### src/rtl/swc_pkg.sv
// ----------------------------------------------------------------------------
// swc_pkg
// Shared types, widths and codes of the swipe direction classifier.
// ----------------------------------------------------------------------------
package swc_pkg;

  localparam int unsigned MAX_POINTS = 1023;
  localparam int unsigned COORD_BITS = 12;
  localparam int unsigned THR_W      = 8;
  localparam int unsigned CNT_W      = $clog2(MAX_POINTS + 1);
  localparam int unsigned S_W        = CNT_W + 1;
  localparam int unsigned CMP_W      = CNT_W + THR_W;
  localparam int unsigned NUM_DIR    = 4;

  localparam int unsigned APB_ADDR_W = 3;
  localparam int unsigned APB_DATA_W = 32;

  // register index (byte address / 4)
  localparam logic [APB_ADDR_W-3:0] REG_THRESHOLD = '0;
  localparam logic [THR_W-1:0]      THRESHOLD_RESET = THR_W'(179);

  // direction slots
  localparam int unsigned DIR_RIGHT = 0;
  localparam int unsigned DIR_LEFT  = 1;
  localparam int unsigned DIR_TOP   = 2;
  localparam int unsigned DIR_ABOVE = 3;

  typedef enum logic [3:0] {
    GEST_NONE        = 4'd0,
    GEST_RIGHT       = 4'd1,
    GEST_LEFT        = 4'd2,
    GEST_TOP         = 4'd3,
    GEST_ABOVE       = 4'd4,
    GEST_RIGHT_TOP   = 4'd5,
    GEST_LEFT_TOP    = 4'd6,
    GEST_RIGHT_ABOVE = 4'd7,
    GEST_LEFT_ABOVE  = 4'd8
  } gesture_e;

  typedef struct packed {
    logic [COORD_BITS-1:0] point_x;
    logic [COORD_BITS-1:0] point_y;
    logic                  last_point;
  } in_t;

  typedef struct packed {
    logic [3:0] gesture_code;
    logic       length_overflow;
  } out_t;

  typedef struct packed {
    logic [COORD_BITS-1:0] x;
    logic [COORD_BITS-1:0] y;
  } pt_t;

  // everything the decision stage needs about one finished path
  typedef struct packed {
    logic [NUM_DIR-1:0][S_W-1:0] score;
    logic [CNT_W-1:0]            n;
    logic [COORD_BITS-1:0]       adx;
    logic [COORD_BITS-1:0]       ady;
    logic                        dx_pos;
    logic                        dy_pos;
    logic                        ovf;
  } score_t;

endpackage

### src/rtl/swipe_direction_classifier.sv
// ----------------------------------------------------------------------------
// swipe_direction_classifier
// Classifies one fingertip path, fed point by point, as a swipe direction.
// ----------------------------------------------------------------------------
// Input channel: one point per transaction (in_valid_i / in_stall_o); the
// point flagged last_point closes the path. Only that point produces a
// result transaction on the output channel (out_valid_o / out_stall_i)
// carrying gesture_code and length_overflow; other points produce none.
// Pipeline: three register stages (input register, path state / score
// register, result register). The input register loads at the accepting
// edge; a result then passes the score register and the result register.
// Throughput: one point per cycle while the receiver does not stall, set by
// the path state update.
// When the receiver stalls, the result register holds its transaction and
// the stages behind it keep filling until each one holds an item; then
// in_stall_o rises. The threshold register sits on an APB-style port at byte
// address 0 and should be written only while no path is in flight.
// Reset clears all path state and loads the threshold with 179.
// ----------------------------------------------------------------------------
module swipe_direction_classifier import swc_pkg::*; (
  input  logic                  clk_i,
  input  logic                  rst_ni,
  input  logic                  in_valid_i,
  output logic                  in_stall_o,
  input  in_t                   in_data_i,
  output logic                  out_valid_o,
  input  logic                  out_stall_i,
  output out_t                  out_data_o,
  input  logic                  psel,
  input  logic                  penable,
  input  logic                  pwrite,
  input  logic [APB_ADDR_W-1:0] paddr,
  input  logic [APB_DATA_W-1:0] pwdata,
  output logic [APB_DATA_W-1:0] prdata,
  output logic                  pready
);

  logic             in_valid_q, in_valid_d;
  in_t              in_data_q;
  logic             in_ready;
  logic             pt_ready;
  logic             score_valid;
  score_t           score;
  logic             score_ready;
  logic [THR_W-1:0] thr_q;
  logic             reg_sel;

  // ---- configuration ----
  assign pready  = 1'b1;
  assign reg_sel = paddr[APB_ADDR_W-1:2] == REG_THRESHOLD;
  assign prdata  = reg_sel ? APB_DATA_W'(thr_q) : '0;

  always_ff @(posedge clk_i or negedge rst_ni) begin
    if (!rst_ni) begin
      thr_q <= THRESHOLD_RESET;
    end else if (psel && penable && pwrite && pready && reg_sel) begin
      thr_q <= pwdata[THR_W-1:0];
    end
  end

  // ---- input register ----
  assign in_ready    = !in_valid_q || pt_ready;
  assign in_stall_o  = !in_ready;
  assign in_valid_d  = (in_valid_i && in_ready) || (in_valid_q && !pt_ready);

  always_ff @(posedge clk_i or negedge rst_ni) begin
    if (!rst_ni) begin
      in_valid_q <= 1'b0;
    end else begin
      in_valid_q <= in_valid_d;
    end
  end

  always_ff @(posedge clk_i) begin
    if (in_valid_i && in_ready) begin
      in_data_q <= in_data_i;
    end
  end

  swc_path_tracker u_tracker (
    .clk_i         (clk_i),
    .rst_ni        (rst_ni),
    .pt_valid_i    (in_valid_q),
    .pt_data_i     (in_data_q),
    .pt_ready_o    (pt_ready),
    .score_valid_o (score_valid),
    .score_o       (score),
    .score_ready_i (score_ready)
  );

  swc_decide u_decide (
    .clk_i         (clk_i),
    .rst_ni        (rst_ni),
    .threshold_i   (thr_q),
    .score_valid_i (score_valid),
    .score_i       (score),
    .score_ready_o (score_ready),
    .out_valid_o   (out_valid_o),
    .out_data_o    (out_data_o),
    .out_stall_i   (out_stall_i)
  );

endmodule

### src/rtl/swc_path_tracker.sv
// ----------------------------------------------------------------------------
// swc_path_tracker
// Per-point path state update; on the last point, builds the direction
// scores and displacements into the score register and clears the path.
// ----------------------------------------------------------------------------
module swc_path_tracker import swc_pkg::*; (
  input  logic   clk_i,
  input  logic   rst_ni,
  input  logic   pt_valid_i,
  input  in_t    pt_data_i,
  output logic   pt_ready_o,
  output logic   score_valid_o,
  output score_t score_o,
  input  logic   score_ready_i
);

  pt_t                           first_q, first_d;
  pt_t                           hist0_q, hist0_d;
  pt_t                           hist1_q, hist1_d;
  logic [NUM_DIR-1:0][CNT_W-1:0] cnt_q, cnt_d;
  logic [CNT_W-1:0]              n_q, n_d;
  logic                          ovf_q, ovf_d;
  logic                          score_valid_q, score_valid_d;
  score_t                        score_q, score_d;

  pt_t  p;
  logic take;
  logic fx_gt, fx_lt, fy_gt, fy_lt;

  assign pt_ready_o = !score_valid_q || score_ready_i;
  assign take       = pt_valid_i && pt_ready_o;
  assign p.x        = pt_data_i.point_x;
  assign p.y        = pt_data_i.point_y;

  always_comb begin
    first_d = first_q;
    cnt_d   = cnt_q;
    n_d     = n_q;
    ovf_d   = ovf_q;
    if (n_q == CNT_W'(MAX_POINTS)) begin
      ovf_d = 1'b1;
    end else begin
      if (n_q == '0) begin
        first_d = p;
      end
      if (n_q >= CNT_W'(2)) begin
        if (hist1_q.x >= p.x) cnt_d[DIR_RIGHT] = cnt_q[DIR_RIGHT] + 1'b1;
        if (hist1_q.x <= p.x) cnt_d[DIR_LEFT]  = cnt_q[DIR_LEFT] + 1'b1;
        if (hist1_q.y >= p.y) cnt_d[DIR_TOP]   = cnt_q[DIR_TOP] + 1'b1;
        if (hist1_q.y <= p.y) cnt_d[DIR_ABOVE] = cnt_q[DIR_ABOVE] + 1'b1;
      end
      n_d = n_q + 1'b1;
    end
    hist1_d = hist0_q;
    hist0_d = p;
  end

  assign fx_gt = first_d.x > p.x;
  assign fx_lt = first_d.x < p.x;
  assign fy_gt = first_d.y > p.y;
  assign fy_lt = first_d.y < p.y;

  always_comb begin
    score_d.score[DIR_RIGHT] = S_W'(cnt_d[DIR_RIGHT]) + (fx_gt ? S_W'(n_d) : '0);
    score_d.score[DIR_LEFT]  = S_W'(cnt_d[DIR_LEFT])  + (fx_lt ? S_W'(n_d) : '0);
    score_d.score[DIR_TOP]   = S_W'(cnt_d[DIR_TOP])   + (fy_gt ? S_W'(n_d) : '0);
    score_d.score[DIR_ABOVE] = S_W'(cnt_d[DIR_ABOVE]) + (fy_lt ? S_W'(n_d) : '0);
    score_d.n      = n_d;
    score_d.adx    = fx_gt ? first_d.x - p.x : p.x - first_d.x;
    score_d.ady    = fy_gt ? first_d.y - p.y : p.y - first_d.y;
    score_d.dx_pos = fx_gt;
    score_d.dy_pos = fy_gt;
    score_d.ovf    = ovf_d;
  end

  assign score_valid_d = take ? pt_data_i.last_point
                              : (score_valid_q && !score_ready_i);

  always_ff @(posedge clk_i or negedge rst_ni) begin
    if (!rst_ni) begin
      first_q       <= '0;
      hist0_q       <= '0;
      hist1_q       <= '0;
      cnt_q         <= '0;
      n_q           <= '0;
      ovf_q         <= 1'b0;
      score_valid_q <= 1'b0;
    end else begin
      score_valid_q <= score_valid_d;
      if (take) begin
        if (pt_data_i.last_point) begin
          // path done: back to the empty-path state
          first_q <= '0;
          hist0_q <= '0;
          hist1_q <= '0;
          cnt_q   <= '0;
          n_q     <= '0;
          ovf_q   <= 1'b0;
        end else begin
          first_q <= first_d;
          hist0_q <= hist0_d;
          hist1_q <= hist1_d;
          cnt_q   <= cnt_d;
          n_q     <= n_d;
          ovf_q   <= ovf_d;
        end
      end
    end
  end

  always_ff @(posedge clk_i) begin
    if (take && pt_data_i.last_point) begin
      score_q <= score_d;
    end
  end

  assign score_valid_o = score_valid_q;
  assign score_o       = score_q;

endmodule

### src/rtl/swc_decide.sv
// ----------------------------------------------------------------------------
// swc_decide
// Threshold tests, best single direction and diagonal overrides; drives the
// result register.
// ----------------------------------------------------------------------------
module swc_decide import swc_pkg::*; (
  input  logic             clk_i,
  input  logic             rst_ni,
  input  logic [THR_W-1:0] threshold_i,
  input  logic             score_valid_i,
  input  score_t           score_i,
  output logic             score_ready_o,
  output logic             out_valid_o,
  output out_t             out_data_o,
  input  logic             out_stall_i
);

  logic                  out_valid_q, out_valid_d;
  out_t                  out_data_q, out_data_d;
  logic [CMP_W-1:0]      tn;
  logic [S_W-1:0]        mx01, mx23, mx;
  logic [NUM_DIR-1:0]    pass;
  logic                  ratio_ok, same_sign;
  logic [S_W:0]          sum_rt, sum_lt, sum_ra, sum_la;
  logic                  take;
  gesture_e              code;

  assign score_ready_o = !out_valid_q || !out_stall_i;
  assign take          = score_valid_i && score_ready_o;

  assign tn = CMP_W'(threshold_i) * CMP_W'(score_i.n);

  assign mx01 = (score_i.score[1] > score_i.score[0]) ? score_i.score[1] : score_i.score[0];
  assign mx23 = (score_i.score[3] > score_i.score[2]) ? score_i.score[3] : score_i.score[2];
  assign mx   = (mx23 > mx01) ? mx23 : mx01;

  always_comb begin
    for (int i = 0; i < NUM_DIR; i++) begin
      pass[i] = (score_i.score[i] == mx) && ({score_i.score[i], 7'b0} > tn);
    end
  end

  // displacement ratio strictly inside (0.5, 2), zero fails
  assign ratio_ok  = (score_i.adx != '0) && (score_i.ady != '0) &&
                     ({score_i.adx, 1'b0} > {1'b0, score_i.ady}) &&
                     ({1'b0, score_i.adx} < {score_i.ady, 1'b0});
  assign same_sign = score_i.dx_pos == score_i.dy_pos;

  assign sum_rt = {1'b0, score_i.score[DIR_RIGHT]} + {1'b0, score_i.score[DIR_TOP]};
  assign sum_lt = {1'b0, score_i.score[DIR_LEFT]}  + {1'b0, score_i.score[DIR_TOP]};
  assign sum_ra = {1'b0, score_i.score[DIR_RIGHT]} + {1'b0, score_i.score[DIR_ABOVE]};
  assign sum_la = {1'b0, score_i.score[DIR_LEFT]}  + {1'b0, score_i.score[DIR_ABOVE]};

  always_comb begin
    code = GEST_NONE;
    if (pass[DIR_RIGHT]) code = GEST_RIGHT;
    if (pass[DIR_LEFT])  code = GEST_LEFT;
    if (pass[DIR_TOP])   code = GEST_TOP;
    if (pass[DIR_ABOVE]) code = GEST_ABOVE;
    // right/left displacements are negatives of each other, as are top/above
    if (ratio_ok && same_sign && ({sum_rt, 6'b0} > tn))  code = GEST_RIGHT_TOP;
    if (ratio_ok && !same_sign && ({sum_lt, 6'b0} > tn)) code = GEST_LEFT_TOP;
    if (ratio_ok && !same_sign && ({sum_ra, 6'b0} > tn)) code = GEST_RIGHT_ABOVE;
    if (ratio_ok && same_sign && ({sum_la, 6'b0} > tn))  code = GEST_LEFT_ABOVE;
  end

  always_comb begin
    out_data_d.gesture_code    = code;
    out_data_d.length_overflow = score_i.ovf;
  end

  assign out_valid_d = take ? 1'b1 : (out_valid_q && out_stall_i);

  always_ff @(posedge clk_i or negedge rst_ni) begin
    if (!rst_ni) begin
      out_valid_q <= 1'b0;
    end else begin
      out_valid_q <= out_valid_d;
    end
  end

  always_ff @(posedge clk_i) begin
    if (take) begin
      out_data_q <= out_data_d;
    end
  end

  assign out_valid_o = out_valid_q;
  assign out_data_o  = out_data_q;

endmodule

### config.mk
export PLATFORM = sky130hd
export DESIGN_NAME = swipe_direction_classifier
export DESIGN_NICKNAME = d
export VERILOG_FILES = /design/src/rtl/swc_pkg.sv /design/src/rtl/swipe_direction_classifier.sv /design/src/rtl/swc_path_tracker.sv /design/src/rtl/swc_decide.sv
export SDC_FILE = /design/constraint.sdc
export NUM_CORES = 1
export LEC_CHECK = 0
export BUFFER_PORTS_ARGS = -buffer_cell sky130_fd_sc_hd__buf_2
export CAP_MARGIN = 20
export CORE_UTILIZATION = 60
export CTS_BUF_LIST = sky130_fd_sc_hd__clkbuf_16
export DETAILED_ROUTE_END_ITERATION = 16
export GPL_ROUTABILITY_DRIVEN = 0
export HOLD_SLACK_MARGIN = 0.02
export PLACE_DENSITY = 0.78
export SYNTH_ARGS = -nofsm -noshare
export SYNTH_HDL_FRONTEND = slang
export SYNTH_HIERARCHICAL = 1
export SYNTH_SLANG_ARGS = --single-unit
### constraint.sdc
create_clock -name clk_i -period 8.3 [get_ports clk_i]
set_input_delay 2.49 -clock clk_i [delete_from_list [all_inputs] [get_ports clk_i]]
set_output_delay 2.49 -clock clk_i [all_outputs]
set_load 0.005 [all_outputs]
# Word level (Yosys, flattened, before mapping)
# Index checks and enable logic that the tools add are counted.
[totals]
ff_bits = 245
in_bits = 67
[classes]
addsub = 17
mul = 1
magnitude_cmp = 22
eq_ne = 6
n_mux = 35
bitwise_logic = 1
reduce_logical = 38
[ops]
columns = ["cell", "count"]
rows = [
  ["$gt 18x18->1", 8],
  ["$mux 24", 5],
  ["$mux 40", 3],
  ["$mux 10", 10],
  ["$add 10x1->10 const B", 5],
  ["$add 11x11->12", 4],
  ["$sub 12x12->12", 4],
  ["$add 10x11->11", 4],
  ["$eq 11x11->1", 4],
  ["$gt 11x11->1", 3],
  ["$mux 11", 3],
  ["$ge 12x12->1", 2],
  ["$gt 12x12->1", 2],
  ["$le 12x12->1", 2],
  ["$lt 12x12->1", 2],
  ["$mux 12", 2],
  ["$reduce_bool 12->1", 2],
  ["$logic_and 1x1->1", 23],
  ["$mul 8x10->18", 1],
  ["$gt 13x12->1", 1],
  ["$lt 12x13->1", 1],
  ["$mux 3", 4],
  ["$eq 10x10->1 const B", 1],
  ["$ge 10x2->1 const B", 1],
  ["8 further kinds", 23],
]

# Longest topological paths before layout
# Gate-level depths: netlist (run 1).
[logic_depth]
depth_word = 13
depth_mapped = 29
ltp_nobuf = 28

# Cells and area by module
# Netlist (run 1), hierarchy kept.
[by_module_without_submodules]
columns = ["module", "instances", "cells_per_inst", "area_each_um2", "seq_area_each_um2"]
rows = [
  ["swc_path_tracker", 1, 1360, 12966.2, 5535.3],
  ["swc_decide", 1, 1252, 9887.0, 175.2],
  ["swipe_direction_classifier", 1, 82, 1383.8, 982.2],
]

# Worst setup path after synthesis (run 1)
# OpenSTA, ideal clock, no wires.
[synth_path]
path_kind = "register to register"
start = "register thr_q[7]"
end = "register u_decide.out_data_q (netlist bit u_decide/out_data_o[1]) (data pin)"
setup_time_ns = 0.263
t_arrival_ns = 6.437
slack_ns = 1.600
path_stages_with_launch = 26
period_less_slack_ns = 6.700
path_cell_list = "dfstp_2 nand2_1 fa_1 fa_1 inv_1 fa_1 inv_1 fa_1 inv_1 ha_1 o211ai_1 a21oi_1 nor2_1 xor2_1 ha_1 nand2_1 nor2_1 a2111oi_0 a21oi_1 or2_2 maj3_1 a31o_2 and4_1 a211o_1 nor3b_1 a211oi_1"
[synth_via]
elab_chain_cells = 10
elab_cells_between_ends = 24
classes_between = "mul (1); order compare (8); mux (7); reduce/logical (8)"
[synth_rtl]
columns = ["item", "line", "text"]
rows = [
  ["start: declaration", "swipe_direction_classifier.sv:45", "logic [THR_W-1:0] thr_q;"],
  ["start signal: assignment", "swipe_direction_classifier.sv:57", "thr_q <= pwdata[THR_W-1:0];"],
  ["$mul 8x10->18 (*)", "swc_decide.sv:31", "assign tn = CMP_W'(threshold_i) * CMP_W'(score_i.n);"],
  ["$gt 18x18->1", "swc_decide.sv:39", "pass[i] = (score_i.score[i] == mx) && ({score_i.score[i], 7'b0} > tn);"],
  ["$logic_and 1x1->1", "swc_decide.sv:39", ""],
  ["$mux 1", "swc_decide.sv:56", "if (pass[DIR_RIGHT]) code = GEST_RIGHT;"],
  ["$mux 2", "swc_decide.sv:57", "if (pass[DIR_LEFT]) code = GEST_LEFT;"],
  ["$mux 2", "swc_decide.sv:58", "if (pass[DIR_TOP]) code = GEST_TOP;"],
  ["$mux 3", "swc_decide.sv:59", "if (pass[DIR_ABOVE]) code = GEST_ABOVE;"],
  ["$mux 3", "swc_decide.sv:61", "if (ratio_ok && same_sign && ({sum_rt, 6'b0} > tn)) code = GEST_RIGHT_TOP;"],
  ["$mux 3", "swc_decide.sv:62", "if (ratio_ok && !same_sign && ({sum_lt, 6'b0} > tn)) code = GEST_LEFT_TOP;"],
  ["$mux 3", "swc_decide.sv:63", "if (ratio_ok && !same_sign && ({sum_ra, 6'b0} > tn)) code = GEST_RIGHT_ABOVE;"],
  ["end signal: assignment", "swc_decide.sv:84", "out_data_q <= out_data_d;"],
  ["end: declaration", "swc_decide.sv:19", "out_t out_data_q, out_data_d;"],
]
# Mark *: on every way between the ends. The rest lies on a longest branch, timed or not.
# A chain may end at the register's enable or synchronous reset.

# Worst setup path in the final report (run 1)
# Ends and elaborated chain as after synthesis.

==> impl_metrics.tcl, run 1 <==
set metrics [dict create \
    hp-class "flip-flop to flip-flop" \
    tritoncts "done" \
    synth_area_leaders "ha_1, edfxtp_1, dfrtp_1" \
    final.min_clock_period_ns 7.75 \
    p_per_area_mw_per_mm2 391 \
    crit_path_max_fanout 12 \
    ctsResizeCount 0 \
    fin_nets 3167 \
    finClkSkew_ns 0.0530 \
    met2_usage 0.523 \
    cp_slowest_cell "dfstp_2" \
    hold_violations 0 \
    root_buffer "clkbuf_16" \
    synth_area_per_cell_sq_um 9.00 \
    grt_remaining_overflow 0 \
    drive_gt1_frac 0.0831 \
    met3_usage 0.0488 \
    cts_buffer_depth 3 \
    dieArea_sq_mm 0.0412 \
    critical_path.top_delay_family "adder cells" \
    ys_types 104 \
    clock-sinks 245 \
    core-area_sq_mm 0.0398 \
    hold_ws_ns 0.478 \
    drv_slew 0 \
    worstPathRequired_ns 8.66 \
    async_flop_share 0.547 \
    cp-start-kind "flip-flop" \
    drcViolationCount 0 \
    timing.fmax_ghz 0.129 \
    rsz0062_at_grt "false" \
    ys_ff_latch 245 \
    ir_drop_mv 0.458 \
    syn_area_sq_mm 0.0242 \
    status "finished clean" \
    ys_seq_area_frac 0.276 \
    io_buffers 55 \
    ant_nets 0 \
    yosysWarnings 6 \
    postCtsHoldBufs 0 \
    track_usage 0.317 \
    worstMarginPinSlew_ns 1.13 \
    avgViaCountPerCell 6.45 \
    dpl.hpwl_um 48900 \
    p_leak_nw 12.1 \
    initial_core_util 0.609 \
    clk_pin_slew_ns 0.06 \
    period_share 0.934 \
    io_pins 107 \
    end_kind "flip-flop" \
    drtIter0Drc 2106 \
    die_h_um 203 \
    vias 21100 \
    synth.top_cell.area_share 0.164 \
    cp.buffers_inverters 4 \
    grt_pass1_vias 20500 \
    rows 73 \
    synth-edff-count 111 \
    dr.pass1.iters 8 \
    finalWirelength_um 65600 \
    dieWidth_um 203 \
    busiest_layer "met2" \
    drv_cap 0 \
    use_met1 0.414 \
    grt_first_pass_wirelength_um 105000 \
    finalSetupTns_ns 0 \
    syn_to_final_growth_pct 6.69 \
    path_class "flip-flop to flip-flop" \
    routedWlPerCell_um 20.1 \
    final_cell_mix "ha_1, inv_1, nand2_1" \
    htree_levels 1 \
    setup_viol 0 \
    relSlewSlack 0.228 \
    yosys.area.top_type "ha_1" \
    layout_commonest_cell "ha_1" \
    numCtsBuffers 28 \
    grt_start_max_net_pins 101 \
    antenna_found_initial 0 \
    crit_path_frequent_cell "fa_1" \
    diodes 0 \
    clk_latency_ns 0.60 \
    synth_ff_type "dfrtp_1" \
    post_cts_buffers 0 \
    slowest_delay_ns 0.67 \
    cp.arrival_ns 8.11 \
    synth_cells 2694 \
]
synthesized netlist by cell type (all sizes together) (15+ instances only):
cell	instances
ha	318
inv	235
nand2	229
a21oi	203
nor2	156
o21ai	151
xnor2	133
dfrtp	129
edfxtp	111
and2	77
a21o	62
o31ai	61
buf	60
fa	60
clkbuf	56
nand3	52
nand4	48
xor2	46
nor3	36
and3	30
a211oi	28
mux2i	23
o22ai	22
or2	22
o21a	21
o21bai	20
nand2b	18
nor4	16
a31oi	15
mux2	15
report_power, final:
group	internal [W]	switching, W
registers	0.00149	0.000194
clock network	0.000648	0.000508
logic	0.00302	0.00427
cell families after synthesis:
logic type | synth area share
buf+inv | 0.0605
xor+xnor | 0.0684
mux | 0.0168
other cells | 0.000310
flops | 0.276
compound gates | 0.206
simple gates | 0.156
fa+ha+maj | 0.216
through the flow:
| step | cells | instance area (sq um) | total power, W | util | setup slack (ns) |
|---|---|---|---|---|---|
| global route | 3269 | 25900 | 0.0108 | 0.649 | 0.296 |
| CTS | 3267 | 25800 | 0.00989 | 0.648 | 0.702 |
| detailed placement | 3215 | 25000 | 0.00866 | 0.627 | 0.745 |
| floorplan | 2717 | 24300 | 0.00674 | - | 1.60 |
| finish | 3269 | 25900 | 0.0101 | 0.649 | 0.551 |
| global placement | 3215 | 25000 | 0.00832 | 0.627 | 0.945 |
flip-flops by register name, summed over array words and instances (netlist names), 5 cells and up:
signal	cells
u_tracker/hist0_q	24
in_data_q	25
u_tracker/cnt_q	40
u_tracker/first_q	24
u_tracker/n_q	10
u_tracker/hist1_q	24
u_decide/out_data_o	5
u_tracker/score_o	81
thr_q	8
layer usage:
layer  wire (um)  part of all wire  vias up
li1            -                 -     9751
met1       26700              0.41    10000
met4        3240             0.049        0
met3        5540             0.085      262
met2       30000              0.46     1044
met5           0                 0        -
layout make-up:
cell class              instances  area [sq um]
multi-input cells            2121         16200
fillers                      3253         14000
flip-flops and latches        245          6690
inverters                     235           885
clock buffers                  28           701
well taps                     525           657
repair buffers                 91           572
clock inverters                24           168
path summary, 6_finish.rpt:
kind	start	end	slack (ns)	cells past startpoint
max	thr_q[7]$_DFFE_PN1P_	u_decide/out_data_o[1]$_SDFFCE_PP0P_	0.55	27
min	u_tracker/hist0_q[3]$_DFFE_PN0P_	u_tracker/hist0_q[3]$_DFFE_PN0P_	0.48	2
max reg2reg	thr_q[7]$_DFFE_PN1P_	u_decide/out_data_o[1]$_SDFFCE_PP0P_	0.55	27
min reg2reg	u_tracker/hist0_q[3]$_DFFE_PN0P_	u_tracker/hist0_q[3]$_DFFE_PN0P_	0.48	2
max in group asynchronous	rst_ni	thr_q[6]$_DFFE_PN0P_	5.00	2
min in group asynchronous	rst_ni	u_tracker/cnt_q[37]$_DFFE_PN0P_	1.90	1
worst min-delay path: stages (launching register included):
cell     delay, ns
dfrtp_1       0.34
nand2_1       0.05
o31ai_1       0.05
No activity file was read; power rests on OpenSTA's default activity.
==> run 2: changes to the inputs <==
--- a/config.mk
+++ b/config.mk
@@ -7,12 +7,11 @@
 export LEC_CHECK = 0
 export BUFFER_PORTS_ARGS = -buffer_cell sky130_fd_sc_hd__buf_2
 export CAP_MARGIN = 20
-export CORE_UTILIZATION = 60
+export CORE_UTILIZATION = 40
 export CTS_BUF_LIST = sky130_fd_sc_hd__clkbuf_16
 export DETAILED_ROUTE_END_ITERATION = 16
 export GPL_ROUTABILITY_DRIVEN = 0
 export HOLD_SLACK_MARGIN = 0.02
-export PLACE_DENSITY = 0.78
 export SYNTH_ARGS = -nofsm -noshare
 export SYNTH_HDL_FRONTEND = slang
 export SYNTH_HIERARCHICAL = 1
==> impl_metrics.tcl, run 2 (synthesis results as in run 1) <==
set metrics [dict create \
    status "finished clean" \
    final.min_clock_period_ns 7.60 \
    routedWlPerCell_um 19.4 \
    diodes 0 \
    drv_slew 0 \
    setup_viol 0 \
    relSlewSlack 0.263 \
    avgViaCountPerCell 5.78 \
    dieArea_sq_mm 0.0616 \
    fin_ws_ns 0.696 \
    syn_to_final_growth_pct 8.68 \
    clk_latency_ns 0.59 \
    htree_levels 1 \
    cp.arrival_ns 7.94 \
    clk_pin_slew_ns 0.06 \
    hp-class "flip-flop to flip-flop" \
    rsz0062_at_grt "false" \
    stdcell_count 3530 \
    post_cts_buffers 0 \
    ir_drop_mv 0.599 \
    drtIter0Drc 1635 \
    vias 20400 \
    fin_nets 3177 \
    critical_path.top_delay_family "compound AO/OA/AOI/OAI gates" \
    path_class "flip-flop to flip-flop" \
    core-area_sq_mm 0.0595 \
    period_share 0.916 \
    cp.buffers_inverters 1 \
    io_pins 107 \
    grt_first_pass_wirelength_um 109000 \
    final_cell_mix "ha_1, inv_1, nand2_1" \
    multi_input_comb_area_sq_mm 0.0162 \
    grt_start_max_net_pins 98 \
    worstMarginPinSlew_ns 1.10 \
    regArea_sq_mm 0.00669 \
    drive_gt1_frac 0.0885 \
    grt_remaining_overflow 0 \
    cp-start-kind "flip-flop" \
    numCtsBuffers 31 \
    fin_area_sq_mm 0.0263 \
    root_buffer "clkbuf_16" \
    die_h_um 248 \
    end_kind "flip-flop" \
    grt_pass1_vias 20400 \
    ctsResizeCount 0 \
    antenna_found_initial 0 \
    hold_violations 0 \
    dpl-instance-area_sq_mm 0.0253 \
    layout_commonest_cell "ha_1" \
    largest_reg_flops 81 \
    regToRegSetupSlack_ns 0.70 \
    finalSetupTns_ns 0 \
    track_usage 0.224 \
    cp_slowest_cell "o2111ai_2" \
    postCtsHoldBufs 0 \
    dieWidth_um 248 \
    ant_nets 0 \
    n_fill_cell 5759 \
    pre_cts_slack_ns 0.869 \
    dr.pass1.iters 6 \
    slowest_delay_ns 0.86 \
    cts_buffer_depth 3 \
    rows 89 \
    dpl.hpwl_um 51900 \
    clock-sinks 245 \
    drv_cap 0 \
    drcViolationCount 0 \
    path_cells "inv_1, ha_1, nand4_1, o2111ai_2, and2_1, mux2_2, ha_1, a21oi_1, o21a_1, o211ai_1, nand2_1, o32ai_1, xnor2_1, or4_1, nor4_1, o2111ai_1, and2_1, o41ai_2" \
    p_per_area_mw_per_mm2 391 \
    finClkSkew_ns 0.0304 \
    timing.fmax_ghz 0.132 \
    tritoncts "done" \
    p_leak_nw 12.2 \
    io_buffers 55 \
    crit_path_max_fanout 21 \
    finalWirelength_um 68600 \
    post-place-cells 3472 \
    initial_core_util 0.408 \
    worstPathRequired_ns 8.64 \
]
## run 2: cell count changes in the layout (fill, tap and decap cells not counted), sizes merged
cell      change
clkinvlp      +1
buf           +7
clkinv        +6
clkbuf        +3
bufinv        +2
inv           -6
## run 2: power by group
group	leakage (nW)	total [W]	internal (W)	switching (W)
clock network	0.521	0.00132	0.000776	0.000547
registers	2.85	0.00168	0.00149	0.000189
logic	8.82	0.00731	0.00303	0.00428
## run 2: area by class of cell
cell class | instances | area share
Clock buffer | 31 | 0.0295
Timing Repair Buffer | 98 | 0.0229
Clock inverter | 27 | 0.00874
Multi-Input combinational cell | 2121 | 0.614
Sequential cell | 245 | 0.254
Inverter | 235 | 0.0336
Tap cell | 773 | 0.0367
## run 2: per-stage QoR
step,total power [W],utilization,hold WS (ns)
final,0.0103,0.443,0.427
after global placement,0.00860,0.426,0.410
after global routing,0.0112,0.443,0.436
after floorplan,0.00674,-,0.400
after CTS,0.0103,0.443,0.430
after detailed placement,0.00886,0.426,0.415
## run 2: worst paths after layout
check | startpoint | endpoint | depth (start not counted)
max | u_tracker/score_o[68]$_DFFE_PP_ | u_decide/out_data_o[2]$_SDFFCE_PP0P_ | 18
min | u_tracker/score_o[0]$_DFFE_PP_ | u_decide/out_data_o[0]$_DFFE_PP_ | 0
max reg2reg | u_tracker/score_o[68]$_DFFE_PP_ | u_decide/out_data_o[2]$_SDFFCE_PP0P_ | 18
min reg2reg | u_tracker/score_o[0]$_DFFE_PP_ | u_decide/out_data_o[0]$_DFFE_PP_ | 0
max in group asynchronous | rst_ni | u_tracker/hist1_q[12]$_DFFE_PN0P_ | 2
min in group asynchronous | rst_ni | u_tracker/hist1_q[16]$_DFFE_PN0P_ | 1
## run 2: metal layers
| metal | wire length, um | part of all wire | track usage | vias up |
|---|---|---|---|---|
| met5 | 0 | 0 | 0 | - |
| met4 | 2410 | 0.035 | 0.0794 | 0 |
| met3 | 3980 | 0.058 | 0.0282 | 168 |
| met2 | 31200 | 0.46 | 0.372 | 640 |
| met1 | 31000 | 0.45 | 0.298 | 9825 |
| li1 | - | - | - | 9774 |
